===== src/design/ps2hl_pkg.sv =====
// ----------------------------------------------------------------------------
// PS/2 host link engine package
// Item types, register defaults and protocol codes.
// ----------------------------------------------------------------------------
package ps2hl_pkg;

  localparam int BYTE_W  = 8;
  localparam int TIMER_W = 16;
  localparam int CNT_W   = 4;
  localparam int MODE_W  = 2;
  localparam int CFG_IDX_W = 1;

  localparam logic [1:0] ACT_EDGE = 2'd0;
  localparam logic [1:0] ACT_TICK = 2'd1;
  localparam logic [1:0] ACT_SEND = 2'd2;
  localparam logic [1:0] ACT_POP  = 2'd3;

  localparam logic [CFG_IDX_W-1:0] CFG_TIMEOUT = 1'd0;
  localparam logic [CFG_IDX_W-1:0] CFG_REQUEST = 1'd1;

  localparam logic [TIMER_W-1:0] TIMEOUT_RESET = 16'd10000;
  localparam logic [TIMER_W-1:0] REQUEST_RESET = 16'd8000;

  localparam logic [CNT_W-1:0] SEND_PENDING = 4'd12;
  localparam logic [CNT_W-1:0] SEND_FIRST   = 4'd11;
  localparam logic [CNT_W-1:0] SEND_RELEASE = 4'd2;
  localparam logic [CNT_W-1:0] SEND_ACK     = 4'd1;
  localparam logic [CNT_W-1:0] RECV_BITS    = 4'd10;

  localparam logic [MODE_W-1:0] MODE_IDLE    = 2'd0;
  localparam logic [MODE_W-1:0] MODE_INHIBIT = 2'd1;
  localparam logic [MODE_W-1:0] MODE_DRIVE   = 2'd2;

  typedef struct packed {
    logic [1:0]        action;
    logic              data_in;
    logic [BYTE_W-1:0] command_byte;
  } ps2hl_in_t;

  typedef struct packed {
    logic              clock_drive_low;
    logic              data_drive_enable;
    logic              data_level;
    logic              fifo_empty;
    logic [BYTE_W-1:0] fifo_head_byte;
    logic              tx_idle;
  } ps2hl_out_t;

  typedef struct packed {
    logic              push;
    logic              pop;
    logic [BYTE_W-1:0] data;
  } ps2hl_fifo_req_t;

  typedef struct packed {
    logic              empty;
    logic [BYTE_W-1:0] head;
  } ps2hl_fifo_stat_t;

  typedef struct packed {
    logic clock_drive_low;
    logic data_drive_enable;
    logic data_level;
    logic tx_idle;
  } ps2hl_link_t;

endpackage


===== src/design/ps2hl_fifo.sv =====
// ----------------------------------------------------------------------------
// PS/2 host link receive FIFO
// Ring buffer with one slot kept free; registered head byte.
// ----------------------------------------------------------------------------
module ps2hl_fifo import ps2hl_pkg::*; #(
  parameter int FIFO_DEPTH = 4
) (
  input  logic             clk,
  input  logic             rst,
  input  logic             step,
  input  ps2hl_fifo_req_t  req,
  output ps2hl_fifo_stat_t stat
);

  localparam int PTR_W = (FIFO_DEPTH > 2) ? $clog2(FIFO_DEPTH) : 1;
  localparam logic [PTR_W-1:0] LAST = PTR_W'(FIFO_DEPTH - 1);

  logic [BYTE_W-1:0] mem [FIFO_DEPTH];
  logic [PTR_W-1:0]  write_ptr, write_ptr_next;
  logic [PTR_W-1:0]  read_ptr, read_ptr_next;
  logic [PTR_W-1:0]  wr_succ, rd_succ;
  logic [BYTE_W-1:0] head;
  logic              wr_en;

  assign wr_succ = (write_ptr == LAST) ? '0 : write_ptr + 1'b1;
  assign rd_succ = (read_ptr == LAST) ? '0 : read_ptr + 1'b1;

  always_comb begin
    write_ptr_next = write_ptr;
    read_ptr_next  = read_ptr;
    wr_en          = 1'b0;
    if (step && req.push && wr_succ != read_ptr) begin
      wr_en          = 1'b1;
      write_ptr_next = wr_succ;
    end
    if (step && req.pop && write_ptr != read_ptr) begin
      read_ptr_next = rd_succ;
    end
  end

  always_ff @(posedge clk) begin
    if (rst) begin
      write_ptr <= '0;
      read_ptr  <= '0;
    end else begin
      write_ptr <= write_ptr_next;
      read_ptr  <= read_ptr_next;
    end
  end

  always_ff @(posedge clk) begin
    if (wr_en) begin
      mem[write_ptr] <= req.data;
    end
  end

  always_ff @(posedge clk) begin
    if (step) begin
      if (write_ptr_next == read_ptr_next) begin
        head <= '0;
      end else if (wr_en && write_ptr == read_ptr_next) begin
        head <= req.data;
      end else begin
        head <= mem[read_ptr_next];
      end
    end
  end

  assign stat.empty = (write_ptr == read_ptr);
  assign stat.head  = head;

endmodule


===== src/design/ps2hl_ctrl.sv =====
// ----------------------------------------------------------------------------
// PS/2 host link control
// Send and receive sequencing, line modes and the one-shot timer.
// ----------------------------------------------------------------------------
module ps2hl_ctrl import ps2hl_pkg::*; (
  input  logic               clk,
  input  logic               rst,
  input  logic               step,
  input  ps2hl_in_t          item,
  input  logic [TIMER_W-1:0] timeout_ticks,
  input  logic [TIMER_W-1:0] request_ticks,
  output ps2hl_link_t        link_next,
  output ps2hl_fifo_req_t    fifo_req
);

  logic [CNT_W-1:0]   send_count, send_count_next;
  logic [8:0]         send_shift, send_shift_next;
  logic [CNT_W-1:0]   recv_count, recv_count_next;
  logic [9:0]         recv_shift, recv_shift_next;
  logic [TIMER_W-1:0] timer_count, timer_count_next;
  logic               timer_running, timer_running_next;
  logic [MODE_W-1:0]  line_mode, line_mode_next;
  logic               data_bit_out, data_bit_out_next;

  always_comb begin
    send_count_next    = send_count;
    send_shift_next    = send_shift;
    recv_count_next    = recv_count;
    recv_shift_next    = recv_shift;
    timer_count_next   = timer_count;
    timer_running_next = timer_running;
    line_mode_next     = line_mode;
    data_bit_out_next  = data_bit_out;
    fifo_req.push      = 1'b0;
    fifo_req.pop       = 1'b0;
    case (item.action)
      ACT_EDGE: begin
        timer_count_next   = timeout_ticks;
        timer_running_next = 1'b1;
        if (send_count == SEND_PENDING && recv_count == '0) begin
          timer_count_next = request_ticks;
        end else if (send_count != '0 && send_count != SEND_PENDING) begin
          send_count_next = send_count - 1'b1;
          if (send_count == SEND_RELEASE) begin
            line_mode_next = MODE_IDLE;
          end else if (send_count == SEND_ACK) begin
            timer_running_next = 1'b0;
          end else begin
            data_bit_out_next = send_shift[0];
            send_shift_next   = {1'b0, send_shift[8:1]};
          end
        end else if (recv_count != '0) begin
          recv_shift_next = {item.data_in, recv_shift[9:1]};
          recv_count_next = recv_count - 1'b1;
          if (recv_count == 4'd1) begin
            timer_running_next = 1'b0;
            fifo_req.push      = 1'b1;
            if (send_count == SEND_PENDING) begin
              line_mode_next     = MODE_INHIBIT;
              timer_count_next   = request_ticks;
              timer_running_next = 1'b1;
            end
          end
        end else begin
          recv_count_next = RECV_BITS;
        end
      end
      ACT_TICK: begin
        if (timer_running) begin
          if (timer_count <= 16'd1) begin
            timer_count_next   = '0;
            timer_running_next = 1'b0;
            recv_count_next    = '0;
            if (send_count == SEND_PENDING) begin
              timer_count_next   = timeout_ticks;
              timer_running_next = 1'b1;
              line_mode_next     = MODE_DRIVE;
              data_bit_out_next  = 1'b0;
              send_count_next    = SEND_FIRST;
            end
          end else begin
            timer_count_next = timer_count - 1'b1;
          end
        end
      end
      ACT_SEND: begin
        send_shift_next = {~^item.command_byte, item.command_byte};
        send_count_next = SEND_PENDING;
        if (recv_count == '0) begin
          line_mode_next     = MODE_INHIBIT;
          timer_count_next   = request_ticks;
          timer_running_next = 1'b1;
        end
      end
      ACT_POP: begin
        fifo_req.pop = 1'b1;
      end
      default: begin
      end
    endcase
    fifo_req.data = recv_shift_next[7:0];
  end

  always_ff @(posedge clk) begin
    if (rst) begin
      send_count    <= '0;
      send_shift    <= '0;
      recv_count    <= '0;
      recv_shift    <= '0;
      timer_count   <= '0;
      timer_running <= 1'b0;
      line_mode     <= MODE_IDLE;
      data_bit_out  <= 1'b0;
    end else if (step) begin
      send_count    <= send_count_next;
      send_shift    <= send_shift_next;
      recv_count    <= recv_count_next;
      recv_shift    <= recv_shift_next;
      timer_count   <= timer_count_next;
      timer_running <= timer_running_next;
      line_mode     <= line_mode_next;
      data_bit_out  <= data_bit_out_next;
    end
  end

  assign link_next.clock_drive_low   = (line_mode_next == MODE_INHIBIT);
  assign link_next.data_drive_enable = (line_mode_next == MODE_DRIVE);
  assign link_next.data_level        = (line_mode_next == MODE_DRIVE) && data_bit_out_next;
  assign link_next.tx_idle           = (send_count_next == '0);

endmodule


===== src/design/ps2_host_link_engine.sv =====
// An accepted item is held in the input register, and its result is offered from the
// result register. Throughput: one item per cycle while res_ready does not stall; the
// two registers form a two-stage pipe, with all state updated in the single logic pass.
// Reset: synchronous rst clears the link state, timer, FIFO pointers and both
// valids, and loads the register defaults; the receive store is not cleared.
// ----------------------------------------------------------------------------
// PS/2 host link engine
// Top level: input register, control, receive FIFO, result register, config.
// ----------------------------------------------------------------------------
module ps2_host_link_engine import ps2hl_pkg::*; #(
  parameter int FIFO_DEPTH = 4
) (
  input  logic                 clk,
  input  logic                 rst,
  input  logic                 ev_valid,
  output logic                 ev_ready,
  input  ps2hl_in_t            ev_item,
  output logic                 res_valid,
  input  logic                 res_ready,
  output ps2hl_out_t           res_item,
  input  logic                 cfg_valid,
  output logic                 cfg_ready,
  input  logic [CFG_IDX_W-1:0] cfg_index,
  input  logic [TIMER_W-1:0]   cfg_data
);

  ps2hl_in_t          in_q;
  logic               in_valid;
  logic               advance;
  logic               step;
  logic [TIMER_W-1:0] timeout_ticks;
  logic [TIMER_W-1:0] request_ticks;
  ps2hl_link_t        link_next;
  ps2hl_link_t        link_q;
  ps2hl_fifo_req_t    fifo_req;
  ps2hl_fifo_stat_t   fifo_stat;

  assign advance   = !res_valid || res_ready;
  assign step      = in_valid && advance;
  assign ev_ready  = !in_valid || advance;
  assign cfg_ready = 1'b1;

  always_ff @(posedge clk) begin
    if (rst) begin
      in_valid <= 1'b0;
    end else if (ev_valid && ev_ready) begin
      in_valid <= 1'b1;
    end else if (step) begin
      in_valid <= 1'b0;
    end
  end

  always_ff @(posedge clk) begin
    if (ev_valid && ev_ready) begin
      in_q <= ev_item;
    end
  end

  always_ff @(posedge clk) begin
    if (rst) begin
      timeout_ticks <= TIMEOUT_RESET;
      request_ticks <= REQUEST_RESET;
    end else if (cfg_valid && cfg_ready) begin
      case (cfg_index)
        CFG_TIMEOUT: timeout_ticks <= cfg_data;
        CFG_REQUEST: request_ticks <= cfg_data;
        default: begin
        end
      endcase
    end
  end

  ps2hl_ctrl u_ctrl (
    .clk           (clk),
    .rst           (rst),
    .step          (step),
    .item          (in_q),
    .timeout_ticks (timeout_ticks),
    .request_ticks (request_ticks),
    .link_next     (link_next),
    .fifo_req      (fifo_req)
  );

  ps2hl_fifo #(
    .FIFO_DEPTH (FIFO_DEPTH)
  ) u_fifo (
    .clk  (clk),
    .rst  (rst),
    .step (step),
    .req  (fifo_req),
    .stat (fifo_stat)
  );

  always_ff @(posedge clk) begin
    if (rst) begin
      res_valid <= 1'b0;
    end else if (advance) begin
      res_valid <= step;
    end
  end

  always_ff @(posedge clk) begin
    if (step) begin
      link_q <= link_next;
    end
  end

  assign res_item.clock_drive_low   = link_q.clock_drive_low;
  assign res_item.data_drive_enable = link_q.data_drive_enable;
  assign res_item.data_level        = link_q.data_level;
  assign res_item.fifo_empty        = fifo_stat.empty;
  assign res_item.fifo_head_byte    = fifo_stat.head;
  assign res_item.tx_idle           = link_q.tx_idle;

endmodule


===== config.mk =====
export PLATFORM = sky130hd
export DESIGN_NAME = ps2_host_link_engine
export DESIGN_NICKNAME = d
export VERILOG_FILES = /design/src/design/ps2hl_pkg.sv /design/src/design/ps2hl_fifo.sv /design/src/design/ps2hl_ctrl.sv /design/src/design/ps2_host_link_engine.sv
export SDC_FILE = /design/constraint.sdc
export NUM_CORES = 1
export LEC_CHECK = 0
export ABC_CLOCK_PERIOD_IN_PS = 4950
export BUFFER_PORTS_ARGS = -buffer_cell sky130_fd_sc_hd__clkbuf_2
export CAP_MARGIN = 20
export CORE_AREA = 2 2 112 114
export DETAILED_ROUTE_END_ITERATION = 7
export DIE_AREA = 0 0 114 116
export GPL_TIMING_DRIVEN = 1
export HOLD_SLACK_MARGIN = 0.08
export PLACE_DENSITY = 0.83
export SLEW_MARGIN = 20
export SYNTH_ARGS = -nofsm -noshare
export SYNTH_HDL_FRONTEND = slang
export SYNTH_SLANG_ARGS = --single-unit

===== constraint.sdc =====
create_clock -name clk -period 4.95 [get_ports clk]
set_clock_uncertainty 0.1 [all_clocks]
set_input_delay 0 -clock clk [delete_from_list [all_inputs] [get_ports clk]]
set_output_delay 0 -clock clk [all_outputs]
set_load 0.005 [all_outputs]

==> impl_metrics.env <==
export IMPL_outcome="finished, final reports clean"
export IMPL_area_delta_synth_final_pct=15.2
export IMPL_cts_tree="built"
export IMPL_routed_top_layer="met4"
export IMPL_maxCapViolCount=0
export IMPL_rows=40
export IMPL_place_congestion=0.910
export IMPL_clock_root_buffer="clkbuf_16"
export IMPL_critPathRequiredTime_ns=5.00
export IMPL_core_sq_um=11900
export IMPL_ant_nets=0
export IMPL_nets=989
export IMPL_max_freq_mhz=273
export IMPL_cts_sinks=140
export IMPL_synthTopCellsByCount="nand2_1 (177), dfxtp_1 (85), a21oi_1 (75)"
export IMPL_vias=7136
export IMPL_crit_type="register to register"
export IMPL_period_share_pct=74.0
export IMPL_worstPathArrival_ns=3.71
export IMPL_slew_viol_final=0
export IMPL_synth_top_area_share_pct=22.2
export IMPL_syn_inst=893
export IMPL_die_h_um=116
export IMPL_ys_seq_area_share_pct=43.7
export IMPL_grt_max_degree=69
export IMPL_cp_end_kind="register"
export IMPL_power_mw=2.90
export IMPL_cts_buffer_depth=2
export IMPL_cts_setup_buffers=0
export IMPL_synth_flop_cell="dfxtp_1"
export IMPL_num_io_pins=49
export IMPL_startpoint_type="register"
export IMPL_antenna_found_initial=0
export IMPL_ys_async_sr_fraction_pct=0
export IMPL_avgSynthCellArea_sq_um=8.59
export IMPL_wl_met3_um=1290
export IMPL_die_area_sq_um=13200
export IMPL_numCtsBuffers=17
export IMPL_synth_edf_count=55
export IMPL_synth_seq_cells=140
export IMPL_cts_resized=0
export IMPL_wire_per_inst_um=18.8
export IMPL_crit_fanout=20
export IMPL_first_global_vias=6924
export IMPL_yosysMostFrequentCell="nand2_1"
export IMPL_period_minus_slack_ns=3.66
export IMPL_portBuffers=47
export IMPL_htreeDepth=4
export IMPL_yosysTopAreaCell="dfxtp_1"
export IMPL_ctsHoldBuffers=37
export IMPL_wl_met2_um=10500
export IMPL_grt_first_pass_wirelength_um=33600
export IMPL_irDropWorstVdd_mv=0.291
export IMPL_drt_iter0_markers=972
export IMPL_synth_cell_type_count=74
export IMPL_track_usage_pct=32.2
export IMPL_synth_fp_nets=943
export IMPL_worst_pin_slew_ns=0.977
export IMPL_m1WireLength_um=8190
export IMPL_layout_drive_gt1_share_pct=11.1
export IMPL_min_path_type="primary input to register"
export IMPL_clk_latency_ns=0.42
export IMPL_hold_viol=0
export IMPL_ys_warnings_count=0
export IMPL_die_x_um=114
export IMPL_routed_wl_um=20600
export IMPL_via_per_inst=6.49
export IMPL_fin_tns_setup_ns=0
export IMPL_overflow=0
export IMPL_place_detailed_hpwl_um=12800
export IMPL_drt_pass1_iterations=6
export IMPL_nFillCells=803
export IMPL_cellPowerDensity_nw_per_um2=328
export IMPL_relSlewSlack_pct=34.9
export IMPL_leakagePower_nw=3.30
export IMPL_route_detailed_drc=0
export IMPL_num_antenna_cells=0
export IMPL_rsz0062_at_grt="false"
export IMPL_clkSlewWorstSetupHoldPaths_ns=0.06
export IMPL_syn_area_sq_um=7670
export IMPL_start_util_pct=64.4
export IMPL_setup_violations=0
export IMPL_synth_area_leaders="dfxtp_1 (22%), edfxtp_1 (22%), nand2_1 (8.7%)"
[final cells by class]
type                            instances  area (sq um)  area share [%]
Tap cell                              147           184            2.08
Inverter                               24          90.1            1.02
Clock inverter                          8          91.3            1.03
Clock buffer                           24           482            5.45
Multi-Input combinational cell        664          3970            44.9
Sequential cell                       140          3350            37.9
Timing Repair Buffer                   92           666            7.53
[power by group]
group          internal, mW  leakage [nW]  total (mW)  switching [mW]
sequential             1.23          1.21        1.27          0.0388
clock                 0.776         0.281        1.24           0.463
combinational         0.149          1.81       0.389           0.240
[kinds of logic (layout without fill, tap and decap cells)]
kind of cell,count (synthesis),in the layout,synth area share [%]
simple gates,346,346,20.5
fa+ha+maj,17,17,2.77
flops,140,140,43.7
other cells,1,1,0.0489
xor+xnor,19,19,2.17
buf+inv,89,148,4.65
mux,31,31,4.40
compound gates,250,250,21.7
[worst max-delay path: stages, from the launching register on]
cell      delay (ns)
edfxtp_1        0.41
ha_1            0.38
nand2_1         0.23
a211o_1         0.79
mux2i_4         0.69
nor3_1          0.21
nor4b_4         0.46
a21oi_1         0.10
[final timing paths]
check | startpoint | endpoint | slack [ns] | depth (start not counted)
max | in_q[9] | u_fifo.head[1] | 1.29 | 7
min reg2reg | u_ctrl.recv_shift[9] | u_ctrl.recv_shift[8] | 0.35 | 2
max reg2reg | in_q[9] | u_fifo.head[1] | 1.29 | 7
min | cfg_valid | timeout_ticks[14] | 0.06 | 4
[metal layers]
layer  track usage, %  vias up
met5                0        -
met4             15.7        0
met1             38.3     3423
met2             56.7      325
met3             5.54       61
li1                 -     3327
[state kept, by name, summed over array words and instances, names as in the netlist, 4 cells and up]
name                flops
request_ticks          16
in_q                   11
u_fifo.head             8
timeout_ticks          16
u_ctrl.recv_shift      10
u_ctrl.timer_count     16
u_ctrl.send_shift       9
u_fifo.mem             32
res_item                4
u_ctrl.send_count       4
u_ctrl.recv_count       4
[cell usage in the layout (no fill, tap or decap), types with 8 or more instances in the layout]
master	n
nand2_1	177
dfxtp_1	85
a21oi_1	75
nor2_1	57
edfxtp_1	55
o21ai_0	49
clkbuf_2	47
dlygate4sd3_1	37
nand3_1	33
a31oi_1	21
inv_1	21
mux2i_1	20
ha_1	17
clkbuf_16	17
nor3_1	15
nand2b_1	14
xnor2_1	13
o21a_1	13
a221oi_1	12
nand4_1	12
a211oi_1	11
mux2_2	9
o22a_1	8
a221o_1	8
buf_4	8
[metrics by stage]
stage | worst slack [ns] | area, sq um | instances | utilization, % | hold slack, ns
global placement | 1.33 | 7880 | 1029 | 66.1 | 0.0788
CTS | 1.07 | 8830 | 1099 | 74.1 | 0.115
finish | 1.29 | 8840 | 1099 | 74.2 | 0.0553
floorplan | 2.28 | 7670 | 893 | - | -0.00113
detailed placement | 1.09 | 7890 | 1030 | 66.2 | 0.0789
global route | 1.04 | 8840 | 1099 | 74.2 | 0.0879
Power figures use the tool's default switching activity.
